File: src/stbs_pkg.sv
// shared types and constants for the sorted table search block
`timescale 1ns / 1ps

package stbs_pkg;

  localparam int DEPTH_DEF       = 128;
  localparam int VALUE_WIDTH_DEF = 16;

  localparam int POS_W  = 7;
  localparam int PROBE_W = 4;
  localparam int OUT_W  = 16;

  localparam logic [PROBE_W-1:0] PROBE_MAX = 4'd15;

  localparam logic MODE_LOAD   = 1'b0;
  localparam logic MODE_SEARCH = 1'b1;

  typedef enum logic [2:0] {
    ST_IDLE,
    ST_SORT_LD,
    ST_SORT_LDW,
    ST_SORT_CMP,
    ST_SORT_WI,
    ST_SRCH_RD,
    ST_SRCH_CMP,
    ST_RES
  } stbs_state_t;

  typedef struct packed {
    logic               found;
    logic [POS_W-1:0]   position;
    logic [PROBE_W-1:0] comparisons;
  } stbs_res_t;

endpackage

File: src/stbs_mem.sv
// table memory: one write port, one read port with registered read data
`timescale 1ns / 1ps

module stbs_mem #(
  parameter int DEPTH       = stbs_pkg::DEPTH_DEF,
  parameter int VALUE_WIDTH = stbs_pkg::VALUE_WIDTH_DEF,
  parameter int AW          = (DEPTH > 1) ? $clog2(DEPTH) : 1
) (
  input  logic                   clk,
  input  logic                   we,
  input  logic [AW-1:0]          waddr,
  input  logic [VALUE_WIDTH-1:0] wdata,
  input  logic [AW-1:0]          raddr,
  output logic [VALUE_WIDTH-1:0] rdata
);

  logic [VALUE_WIDTH-1:0] mem [DEPTH];

  always_ff @(posedge clk) begin
    if (we) begin
      mem[waddr] <= wdata;
    end
  end

  always_ff @(posedge clk) begin
    rdata <= mem[raddr];
  end

endmodule

File: src/stbs_ctrl.sv
// sequencer for loading, exchange sorting and binary search over the table memory
`timescale 1ns / 1ps

module stbs_ctrl #(
  parameter int DEPTH       = stbs_pkg::DEPTH_DEF,
  parameter int VALUE_WIDTH = stbs_pkg::VALUE_WIDTH_DEF,
  parameter int AW          = (DEPTH > 1) ? $clog2(DEPTH) : 1
) (
  input  logic                   clk,
  input  logic                   rst_n,
  input  logic                   in_valid,
  output logic                   in_ready,
  input  logic                   in_mode,
  input  logic [VALUE_WIDTH-1:0] in_value,
  input  logic                   in_last,
  output logic                   mem_we,
  output logic [AW-1:0]          mem_waddr,
  output logic [VALUE_WIDTH-1:0] mem_wdata,
  output logic [AW-1:0]          mem_raddr,
  input  logic [VALUE_WIDTH-1:0] mem_rdata,
  output logic                   res_valid,
  input  logic                   res_ready,
  output stbs_pkg::stbs_res_t    res
);

  import stbs_pkg::*;

  localparam int CW = $clog2(DEPTH + 1);
  localparam int MW = (CW > POS_W) ? CW : POS_W;
  localparam logic [CW:0] DEPTH_C = (CW + 1)'(DEPTH);

  stbs_state_t state_r, state_nxt;

  logic [CW-1:0]          count_r, count_nxt;
  logic                   open_r, open_nxt;
  logic [CW-1:0]          i_r, i_nxt;
  logic [CW-1:0]          j_r, j_nxt;
  logic [VALUE_WIDTH-1:0] ti_r, ti_nxt;
  logic [VALUE_WIDTH-1:0] key_r, key_nxt;
  logic [CW-1:0]          lo_r, lo_nxt;
  logic [CW-1:0]          end_r, end_nxt;
  logic [CW-1:0]          mid_r, mid_nxt;
  logic [PROBE_W-1:0]     probes_r, probes_nxt;
  stbs_res_t              res_r, res_nxt;

  logic [CW-1:0] slot;
  logic [CW:0]   mid_sum;
  logic [CW-1:0] mid_w;
  logic [MW-1:0] mid_ext;
  logic [CW:0]   i_inc;
  logic [CW:0]   j_inc;

  assign slot    = open_r ? count_r : '0;
  assign mid_sum = {1'b0, lo_r} + {1'b0, end_r} - 1'b1;
  assign mid_w   = mid_sum[CW:1];
  assign mid_ext = MW'(mid_r);
  assign i_inc   = {1'b0, i_r} + 1'b1;
  assign j_inc   = {1'b0, j_r} + 1'b1;

  assign in_ready  = (state_r == ST_IDLE);
  assign res_valid = (state_r == ST_RES);
  assign res       = res_r;

  always_ff @(posedge clk) begin
    if (!rst_n) begin
      state_r <= ST_IDLE;
      count_r <= '0;
      open_r  <= 1'b0;
    end else begin
      state_r <= state_nxt;
      count_r <= count_nxt;
      open_r  <= open_nxt;
    end
  end

  always_ff @(posedge clk) begin
    i_r      <= i_nxt;
    j_r      <= j_nxt;
    ti_r     <= ti_nxt;
    key_r    <= key_nxt;
    lo_r     <= lo_nxt;
    end_r    <= end_nxt;
    mid_r    <= mid_nxt;
    probes_r <= probes_nxt;
    res_r    <= res_nxt;
  end

  always_comb begin
    state_nxt  = state_r;
    count_nxt  = count_r;
    open_nxt   = open_r;
    i_nxt      = i_r;
    j_nxt      = j_r;
    ti_nxt     = ti_r;
    key_nxt    = key_r;
    lo_nxt     = lo_r;
    end_nxt    = end_r;
    mid_nxt    = mid_r;
    probes_nxt = probes_r;
    res_nxt    = res_r;
    mem_we     = 1'b0;
    mem_waddr  = slot[AW-1:0];
    mem_wdata  = in_value;
    mem_raddr  = i_r[AW-1:0];

    unique case (state_r)
      ST_IDLE: begin
        if (in_valid) begin
          if (in_mode == MODE_LOAD) begin
            count_nxt = slot;
            if ({1'b0, slot} < DEPTH_C) begin
              mem_we    = 1'b1;
              count_nxt = slot + 1'b1;
            end
            if (in_last) begin
              open_nxt  = 1'b0;
              i_nxt     = '0;
              state_nxt = ST_SORT_LD;
            end else begin
              open_nxt = 1'b1;
            end
          end else begin
            key_nxt    = in_value;
            lo_nxt     = '0;
            end_nxt    = count_r;
            probes_nxt = '0;
            state_nxt  = ST_SRCH_RD;
          end
        end
      end

      // fetch the entry at the outer index
      ST_SORT_LD: begin
        mem_raddr = i_r[AW-1:0];
        if (i_inc >= {1'b0, count_r}) begin
          state_nxt = ST_IDLE;
        end else begin
          state_nxt = ST_SORT_LDW;
        end
      end

      ST_SORT_LDW: begin
        ti_nxt    = mem_rdata;
        j_nxt     = i_inc[CW-1:0];
        mem_raddr = i_inc[AW-1:0];
        state_nxt = ST_SORT_CMP;
      end

      // compare held entry with entry j, swap through the held register
      ST_SORT_CMP: begin
        if ($signed(ti_r) > $signed(mem_rdata)) begin
          mem_we    = 1'b1;
          mem_waddr = j_r[AW-1:0];
          mem_wdata = ti_r;
          ti_nxt    = mem_rdata;
        end
        if (j_inc < {1'b0, count_r}) begin
          j_nxt     = j_inc[CW-1:0];
          mem_raddr = j_inc[AW-1:0];
        end else begin
          state_nxt = ST_SORT_WI;
        end
      end

      ST_SORT_WI: begin
        mem_we    = 1'b1;
        mem_waddr = i_r[AW-1:0];
        mem_wdata = ti_r;
        i_nxt     = i_inc[CW-1:0];
        state_nxt = ST_SORT_LD;
      end

      ST_SRCH_RD: begin
        mem_raddr = mid_w[AW-1:0];
        if (lo_r < end_r) begin
          mid_nxt    = mid_w;
          probes_nxt = (probes_r == PROBE_MAX) ? probes_r : probes_r + 1'b1;
          state_nxt  = ST_SRCH_CMP;
        end else begin
          res_nxt.found       = 1'b0;
          res_nxt.position    = '0;
          res_nxt.comparisons = probes_r;
          state_nxt           = ST_RES;
        end
      end

      ST_SRCH_CMP: begin
        if (mem_rdata == key_r) begin
          res_nxt.found       = 1'b1;
          res_nxt.position    = mid_ext[POS_W-1:0];
          res_nxt.comparisons = probes_r;
          state_nxt           = ST_RES;
        end else if ($signed(mem_rdata) < $signed(key_r)) begin
          lo_nxt    = mid_r + 1'b1;
          state_nxt = ST_SRCH_RD;
        end else begin
          end_nxt   = mid_r;
          state_nxt = ST_SRCH_RD;
        end
      end

      ST_RES: begin
        if (res_ready) begin
          state_nxt = ST_IDLE;
        end
      end

      default: begin
        state_nxt = ST_IDLE;
      end
    endcase
  end

endmodule

File: src/sorted_table_binary_search_top.sv
// top level of the sorted table binary search block
`timescale 1ns / 1ps

// sorted table binary search
// in_ channel carries one request per handshake: a load (in_tuser = 0) appends
// in_tdata to the table, a search (in_tuser = 1) looks up in_tdata as a key.
// a load with in_tlast high closes the set and starts an in-place exchange sort.
// the first load after reset or after a closed set starts a new set; loads past
// DEPTH entries are dropped, a dropped load with in_tlast still closes the set.
// out_ channel carries one result request per search and nothing for a load.
// each search probe in the table memory puts out the address, then compares the
// registered read data with the key; the probe loop runs on the single read port,
// and the result is then handed off to the output register.
// the sort makes one compare per cycle on the memory read port, and in_tready
// is low meanwhile.
// the result sits in an output register, so the next request is taken while a
// result waits; a second result waits in the sequencer until the register frees.
// reset clears the entry count and the open-set flag; the table needs no clear.

module sorted_table_binary_search_top #(
  parameter int DEPTH       = stbs_pkg::DEPTH_DEF,
  parameter int VALUE_WIDTH = stbs_pkg::VALUE_WIDTH_DEF
) (
  input  logic                                 clk,
  input  logic                                 rst_n,
  input  logic                                 in_tvalid,
  output logic                                 in_tready,
  input  logic [((VALUE_WIDTH + 7) / 8)*8-1:0] in_tdata,  // value
  input  logic                                 in_tuser,  // mode
  input  logic                                 in_tlast,  // load_last
  output logic                                 out_tvalid,
  input  logic                                 out_tready,
  output logic [stbs_pkg::OUT_W-1:0]           out_tdata  // found, position, comparisons
);

  import stbs_pkg::*;

  localparam int AW = (DEPTH > 1) ? $clog2(DEPTH) : 1;
  localparam int PB = (AW + 1 > 15) ? 15 : AW + 1;

  // table memory ports
  logic                   mem_we;
  logic [AW-1:0]          mem_waddr;
  logic [VALUE_WIDTH-1:0] mem_wdata;
  logic [AW-1:0]          mem_raddr;
  logic [VALUE_WIDTH-1:0] mem_rdata;

  // result hand-off from the sequencer
  logic      res_valid;
  logic      res_ready;
  stbs_res_t res;

  // output register
  logic      out_valid_r, out_valid_nxt;
  stbs_res_t out_res_r, out_res_nxt;

  stbs_mem #(
    .DEPTH       (DEPTH),
    .VALUE_WIDTH (VALUE_WIDTH),
    .AW          (AW)
  ) u_mem (
    .clk   (clk),
    .we    (mem_we),
    .waddr (mem_waddr),
    .wdata (mem_wdata),
    .raddr (mem_raddr),
    .rdata (mem_rdata)
  );

  stbs_ctrl #(
    .DEPTH       (DEPTH),
    .VALUE_WIDTH (VALUE_WIDTH),
    .AW          (AW)
  ) u_ctrl (
    .clk       (clk),
    .rst_n     (rst_n),
    .in_valid  (in_tvalid),
    .in_ready  (in_tready),
    .in_mode   (in_tuser),
    .in_value  (in_tdata[VALUE_WIDTH-1:0]),
    .in_last   (in_tlast),
    .mem_we    (mem_we),
    .mem_waddr (mem_waddr),
    .mem_wdata (mem_wdata),
    .mem_raddr (mem_raddr),
    .mem_rdata (mem_rdata),
    .res_valid (res_valid),
    .res_ready (res_ready),
    .res       (res)
  );

  // the register frees when empty or when its result leaves this cycle
  assign res_ready = !out_valid_r || out_tready;

  always_comb begin
    out_valid_nxt = out_valid_r;
    out_res_nxt   = out_res_r;
    if (res_valid && res_ready) begin
      out_valid_nxt = 1'b1;
      out_res_nxt   = res;
    end else if (out_tready) begin
      out_valid_nxt = 1'b0;
    end
  end

  always_ff @(posedge clk) begin
    if (!rst_n) begin
      out_valid_r <= 1'b0;
    end else begin
      out_valid_r <= out_valid_nxt;
    end
  end

  always_ff @(posedge clk) begin
    out_res_r <= out_res_nxt;
  end

  assign out_tvalid = out_valid_r;
  assign out_tdata  = {(OUT_W - 1 - POS_W - PROBE_W)'(0),
                       out_res_r.comparisons, out_res_r.position, out_res_r.found};

  // a search never makes more probes than the table depth allows
  a_probe_bound: assert property (@(posedge clk) disable iff (!rst_n)
    out_tvalid |-> (out_tdata[11:8] <= PROBE_W'(PB)))
    else $error("probe count above bound");

  // a miss reports position zero
  a_miss_pos: assert property (@(posedge clk) disable iff (!rst_n)
    (out_tvalid && !out_tdata[0]) |-> (out_tdata[7:1] == '0))
    else $error("position set on a miss");

  // a hit needs at least one probe
  a_hit_probe: assert property (@(posedge clk) disable iff (!rst_n)
    (out_tvalid && out_tdata[0]) |-> (out_tdata[11:8] != '0))
    else $error("hit with zero probes");

  // no new request is taken while the sequencer is handing off a result
  a_ready_res: assert property (@(posedge clk) disable iff (!rst_n)
    in_tready |-> !res_valid)
    else $error("request taken during result hand-off");

endmodule
File: config.mk
export PLATFORM = sky130hd
export DESIGN_NAME = sorted_table_binary_search_top
export DESIGN_NICKNAME = d
export VERILOG_FILES = /design/src/stbs_pkg.sv /design/src/stbs_mem.sv /design/src/stbs_ctrl.sv /design/src/sorted_table_binary_search_top.sv
export SDC_FILE = /design/constraint.sdc
export NUM_CORES = 2
export LEC_CHECK = 0
export BUFFER_PORTS_ARGS = -buffer_cell sky130_fd_sc_hd__buf_2
export CAP_MARGIN = 25
export CORE_MARGIN = 4
export CORE_UTILIZATION = 45
export CTS_BUF_LIST = sky130_fd_sc_hd__clkbuf_4
export CTS_CLUSTER_DIAMETER = 80
export DETAILED_ROUTE_END_ITERATION = 16
export PLACE_DENSITY_LB_ADDON = 0.05
export SLEW_MARGIN = 20
export SYNTH_ARGS = -nofsm -noshare
export SYNTH_HDL_FRONTEND = slang
export SYNTH_SLANG_ARGS = --single-unit
File: constraint.sdc
create_clock -name clk -period 9.67 [get_ports clk]
set_clock_uncertainty 0.15 [all_clocks]
set_input_delay 0.967 -clock clk [delete_from_list [all_inputs] [get_ports clk]]
set_output_delay 0.967 -clock clk [all_outputs]
set_load 0.005 [all_outputs]
Word-level counts from Yosys, hierarchy flattened
Memory sizes are Yosys's and may differ from the RTL's. A register that Yosys moved wholly into a read port is not among the register bits.
Index checks and enable logic that the tools add are counted.
{ "totals": {"reg_bits": 113, "mem_count": 1, "rom_bits": 0, "word_cells": 132, "input_bits": 22, "latchBits": 0, "out_inout_bits": 18, "mem_bits_rw": 2048} }
{ "op_classes": {"div_mod_pow": 0, "addsub": 7, "order_cmp": 6, "mux": 53, "n_eq_ne": 25, "bitwise": 1, "shift": 0, "n_reduce_logical": 21, "n_mul": 0} }
{ "memory_table": {"columns": ["name", "words", "width", "rd", "rd_clocked_by_memory_dff", "write_ports", "line_no", "text"], "rows": [
  ["u_mem.mem", 128, 16, 1, 1, 1, "stbs_mem.sv:17", "logic [VALUE_WIDTH-1:0] mem [DEPTH];"]
]} }
{ "op_table": {"columns": ["operator", "count"], "rows": [
  ["8-bit two-way mux", 14],
  ["16-bit case mux with 2 select lines", 2],
  ["8-bit case mux with 2 select lines", 4],
  ["16-bit two-way mux", 2],
  ["12-bit two-way mux", 2],
  ["12-bit case mux with 2 select lines", 1],
  ["3-bit case mux with 8 select lines", 1],
  ["7-bit case mux with 3 select lines", 1],
  ["8-bit by 1-bit adder with 9-bit output (second input constant)", 2],
  ["8-bit by 1-bit adder with 8-bit output (second input constant)", 2],
  ["16-bit equality test", 1],
  ["16-bit > comparator", 1],
  ["16-bit < comparator", 1],
  ["4-bit two-way mux", 4],
  ["2-bit by 1-bit != test with 1-bit output (second input constant)", 8],
  ["3-bit two-way mux", 5],
  ["5-bit AND reduction", 3],
  ["7-bit two-way mux", 2],
  ["2-bit != test (second input constant)", 7],
  ["7-bit case mux with 2 select lines", 1],
  ["3-bit equality test (second input constant)", 4],
  ["2-bit nonzero test", 6],
  ["1-bit two-way mux", 10],
  ["8-bit by 8-bit adder with 9-bit output", 1],
  ["other kinds (21)", 28]
]} }

Logic depth before layout (Yosys ltp)
{ "logic_depth": {"word_depth": 8, "depth_mapped": 22, "depth_no_buf": 16} }

Hierarchy
A second synthesis with hierarchy kept.
{ "unflattened": {"cells_unflattened": 3764, "hier_area_um2": 85593.3} }
{ "by_module_without_submodules": {"columns": ["module", "area_each_um2", "seq_area_each_um2", "instances", "cells_each"], "rows": [
  ["stbs_mem", 78522.8, 61819.3, 1, 3086],
  ["stbs_ctrl", 6618.8, 2882.8, 1, 656],
  ["sorted_table_binary_search_top", 451.7, 380.4, 1, 22]
]} }

Worst setup path after synthesis
No wires, ideal clock.
{ "synth_path": {"kind": "register to register", "startpoint": "register u_ctrl.ti_r[1]", "endpoint": "memory u_mem.mem[0][0] (netlist name), data pin", "setup_ps": 1199, "period_less_slack_ps": 8679, "arrival_time_ps": 7330, "required_ps": 8321, "n_path_buf": 2, "setup_slack_ps": 991, "stages_incl_launch_ff": 13, "path_cell_list": "edfxtp_1 > ha_1 > nor2b_1 > o21a_1 > o21a_1 > o21a_1 > o21a_1 > o21a_1 > o21a_1 > clkbuf_1 > a21oi_1 > clkbuf_1 > o21ai_0"} }
{ "synth_via": {"elab_chain_cells": 3} }
{ "synth_lines": {"columns": ["element", "line_no", "text"], "rows": [
  ["start: declaration", "stbs_ctrl.sv:38", "logic [VALUE_WIDTH-1:0] ti_r, ti_nxt;"],
  ["start signal: assignment", "stbs_ctrl.sv:79", "ti_r <= ti_nxt;"],
  ["16-bit > comparator", "stbs_ctrl.sv:151", "if ($signed(ti_r) > $signed(mem_rdata)) begin"],
  ["16-bit two-way mux", "stbs_ctrl.sv:151", null],
  ["16-bit case mux with 2 select lines", "stbs_ctrl.sv:106", "unique case (state_r)"],
  ["named net mem_wdata[0]", "sorted_table_binary_search_top.sv:44", "logic [VALUE_WIDTH-1:0] mem_wdata;"],
  ["end: declaration", "stbs_mem.sv:17", null]
]} }
The timed path passes the listed nets, and every way through them passes these cells.

Final worst setup path
{ "layout_path": {"startpoint": "register u_ctrl.j_r[2]", "endpoint": "register u_mem.rdata[11], read port of u_mem.mem"} }
{ "layout_via": {"elab_chain_cells": 4} }
{ "layout_lines": {"columns": ["element", "line_no", "text"], "rows": [
  ["start: declaration", "stbs_ctrl.sv:37", "logic [CW-1:0] j_r, j_nxt;"],
  ["start signal: assignment", "stbs_ctrl.sv:78", "j_r <= j_nxt;"],
  ["8-bit by 1-bit adder with 9-bit output *", "stbs_ctrl.sv:58", "assign j_inc = {1'b0, j_r} + 1'b1;"],
  ["9-bit by 8-bit < comparator with 1-bit output", "stbs_ctrl.sv:157", "if (j_inc < {1'b0, count_r}) begin"],
  ["7-bit two-way mux *", "stbs_ctrl.sv:157", null],
  ["7-bit case mux with 3 select lines *", "stbs_ctrl.sv:106", null],
  ["end: declaration", "stbs_mem.sv:14", "output logic [VALUE_WIDTH-1:0] rdata"]
]} }
Every way passes the cells marked *; elsewhere a longest branch is shown, timed or not.
A chain may end at the register's enable or synchronous reset.

==> results.json <==
{
  "crit_slowest_cell": "nor4_1",
  "cp_slowest_stage_delay_ns": 0.92,
  "hp-start": "in_tdata[11]",
  "top_layer": "met5",
  "cts_buffer_depth": 4,
  "r2r_end": "u_mem.rdata[11]",
  "p_total_mw": 22.91,
  "clock_sinks": 2177,
  "met3_length_mm": 25.87,
  "synthTopCellsByArea": "edfxtp_1 (73%), nand2_1 (6.4%), nand3_1 (2.8%)",
  "grt_pass1_vias": 57720,
  "worstPathRequired_ns": 10.74,
  "ff2ff_setup_slack_ns": 2.63,
  "syn_avg_cell_area_um2": 13.66,
  "ys_warn_count": 0,
  "drt-met1-wl_mm": 124.2,
  "holdPathStages": 2,
  "drive_gt1_share_pct": 18.75,
  "setup_violations": 0,
  "r2r_cells": 18,
  "whs_endpoint": "u_ctrl.key_r[11]",
  "multi_input_area_um2": 21490,
  "min_period_ns": 7.036,
  "finalSetupTns_ns": 0,
  "gr-total-overflow": 0,
  "ctsResizeCount": 0,
  "tightest_slew_ns": 1.169,
  "synthFlopType": "edfxtp_1",
  "dieArea_um2": 204500,
  "cts_buffers": 605,
  "die_y_um": 452.2,
  "ys_types": 78,
  "io_pins": 40,
  "seq_area_um2": 65080,
  "path_max_fanout": 110,
  "hold_path_class": "primary input to flip-flop",
  "leakagePower_nw": 35.05,
  "cp-end-kind": "flip-flop",
  "hold_viol": 0,
  "grt_pass1_wl_mm": 420.8,
  "crit_chain": "and3_1, and3_1, and3_1, xor2_1, ha_1, and3_1, a221oi_2, and2_1, a211o_4, nand2_8, buf_12, a211oi_1, a311oi_1, o21ai_0, nand3_1, nor4_1, buf_4, nor3_1",
  "drc": 0,
  "cts_max_level": 6,
  "grt_usage_pct": 28.48,
  "yosysSeqAreaShare_pct": 73.30,
  "syn_to_final_growth_pct": 13.24,
  "rsz0062_at_grt": "false",
  "fin_crit_sh_pct": 72.77,
  "worstSetupStartpoint": "u_ctrl.j_r[2]",
  "synth_area_um2": 88790,
  "yosysTopAreaCellShare_pct": 72.65,
  "reg2reg_from": "u_ctrl.j_r[2]",
  "drv_slew": 0,
  "n_fill_cell": 17020,
  "viasPerCell": 5.945,
  "grt_max_degree": 150,
  "clock_latency_ns": 1.40,
  "whs_ns": 0.2000,
  "status": "finished, final reports clean",
  "clk_pin_slew_ns": 0.06,
  "cap_viol_max_count": 0,
  "relSlewSlack_pct": 21.07,
  "place.gp.congestion": 0.8544,
  "rows": 162,
  "path_delay_family": "simple AND/OR/NAND/NOR gates",
  "finalNetCount": 7095,
  "root_buffer": "clkbuf_4",
  "synthArstFlopShare_pct": 0,
  "worstSetupPathType": "flip-flop to flip-flop",
  "cts_setup_buffers": 0,
  "critPathLaunchType": "flip-flop",
  "drtIter0Drc": 6985,
  "path_common_cell": "and3_1",
  "cts_tree": "yes",
  "cp.arrival_ns": 8.11,
  "synth.largest_area_cell": "edfxtp_1",
  "max_freq_ghz": 0.1421,
  "dr_total_vias": 59760,
  "path_buf_inv": 2,
  "synth_seq_cells": 2177,
  "postSynthCellCount": 6500,
  "p_per_area_nw_per_um2": 227.8,
  "hpwlAfterDp_mm": 166.9,
  "wirelength_mm": 295.6,
  "hold_buffers": 26,
  "first_pass_iters": 7,
  "dr_wl_met2_mm": 136.2,
  "grt_antenna_before_repair": 14,
  "ir_worst_vdd_uv": 108.7,
  "postRouteAntennaNets": 0,
  "wire_per_inst_um": 29.41,
  "portBuffers": 35,
  "synth-edff-count": 2148,
  "die_w_um": 452.2,
  "core_area_um2": 195600,
  "start_util_pct": 45.39
}
==> worst max-delay path by stage <==
stage,endpoint,cells past startpoint,slack (ns)
final,u_mem.rdata[11],18,2.63
after CTS,u_mem.rdata[11],19,2.79
after global routing,u_mem.rdata[3],18,2.53
after floorplan,u_mem.mem[0][0],12,0.99
after global placement,u_mem.rdata[2],17,1.93
after detailed placement,u_mem.rdata[11],19,2.82
==> metrics by stage <==
| step | utilization (%) | setup slack, ns | instances | area (um^2) |
|---|---|---|---|---|
| global route | 51.40 | 2.530 | 10050 | 100500 |
| floorplan | - | 0.9912 | 6503 | 88800 |
| finish | 51.40 | 2.634 | 10050 | 100500 |
| global placement | 47.29 | 1.928 | 8969 | 92490 |
| CTS | 51.34 | 2.789 | 10040 | 100400 |
| detailed placement | 47.39 | 2.817 | 8983 | 92690 |
==> worst register-to-register path, cell delays in order (launching register included) <==
cell and delay (ns):
edfxtp_1 0.46, and3_1 0.25, and3_1 0.21, and3_1 0.19, xor2_1 0.18, ha_1 0.28
and3_1 0.22, a221oi_2 0.27, and2_1 0.39, a211o_4 0.43, nand2_8 0.43, buf_12 0.41
a211oi_1 0.64, a311oi_1 0.11, o21ai_0 0.64, nand3_1 0.38, nor4_1 0.93, buf_4 0.28
nor3_1 0.06
==> cells in the mapped netlist (64+ instances only) <==
library cell	number
a211oi_1	148
inv_1	86
a32oi_1	106
mux2i_1	142
edfxtp_1	2148
clkbuf_1	184
nor2_1	217
nand2_1	1516
nand4_1	66
o21ai_0	64
a311oi_1	139
and3_1	194
ha_1	74
a31oi_1	131
nand3_1	500
buf_2	145
a21oi_1	99
==> where the power goes <==
part / switching (mW) / internal (mW)
Combinational: 2.89 / 0.972
Clock: 3.80 / 4.46
Sequential: 0.150 / 10.6
==> cells in the final DEF (no fill, tap or decap), types with 66 or more instances in the layout <==
cell type	count
a211oi_1	148
a21oi_1	97
a311oi_1	139
a31oi_1	131
a32oi_1	106
and3_1	194
buf_4	240
clkbuf_4	935
edfxtp_1	2148
ha_1	74
inv_1	86
mux2i_1	142
nand2_1	1515
nand3_1	492
nand4_1	66
nor2_1	158
==> registers in the layout, summed over array words and instances (netlist names) <==
name / cells
out_tdata: 12
out_tvalid: 1
u_ctrl.count_r: 8
u_ctrl.end_r: 8
u_ctrl.i_r: 8
u_ctrl.j_r: 8
u_ctrl.key_r: 16
u_ctrl.lo_r: 8
u_ctrl.mid_ext: 8
u_ctrl.open_r: 1
u_ctrl.probes_r: 4
u_ctrl.res: 12
u_ctrl.state_r: 3
u_ctrl.ti_r: 16
u_mem.mem: 2048
u_mem.rdata: 16
==> cells by family (layout without fill, tap and decap cells) <==
kind of cell	Yosys count	after routing	synth area share, %
flip-flops	2177	2177	73.30
adder cells (fa/ha/maj)	75	75	1.065
AO/OA/AOI/OAI	929	929	7.785
XOR/XNOR	30	30	0.2959
AND/OR/NAND/NOR	2596	2596	12.73
buffers and inverters	534	1448	3.012
multiplexers	158	158	1.804
other	1	15	0.004224
==> cell type report <==
class / count / area share, %
sequential: 2177 / 64.73
multi-input combinational: 3792 / 21.38
clock buffer: 935 / 6.982
tap: 2624 / 3.266
timing repair buffer: 336 / 2.832
clock inverter: 91 / 0.4617
inverter: 86 / 0.3211
antenna: 11 / 0.02738
==> metal layers <==
layer,up-vias,GRT usage [%]
li1,26020,-
met1,30270,40.18
met2,2964,44.31
met3,506,5.567
met4,4,10.02
met5,-,0
No activity file was read; power rests on OpenSTA's default activity.
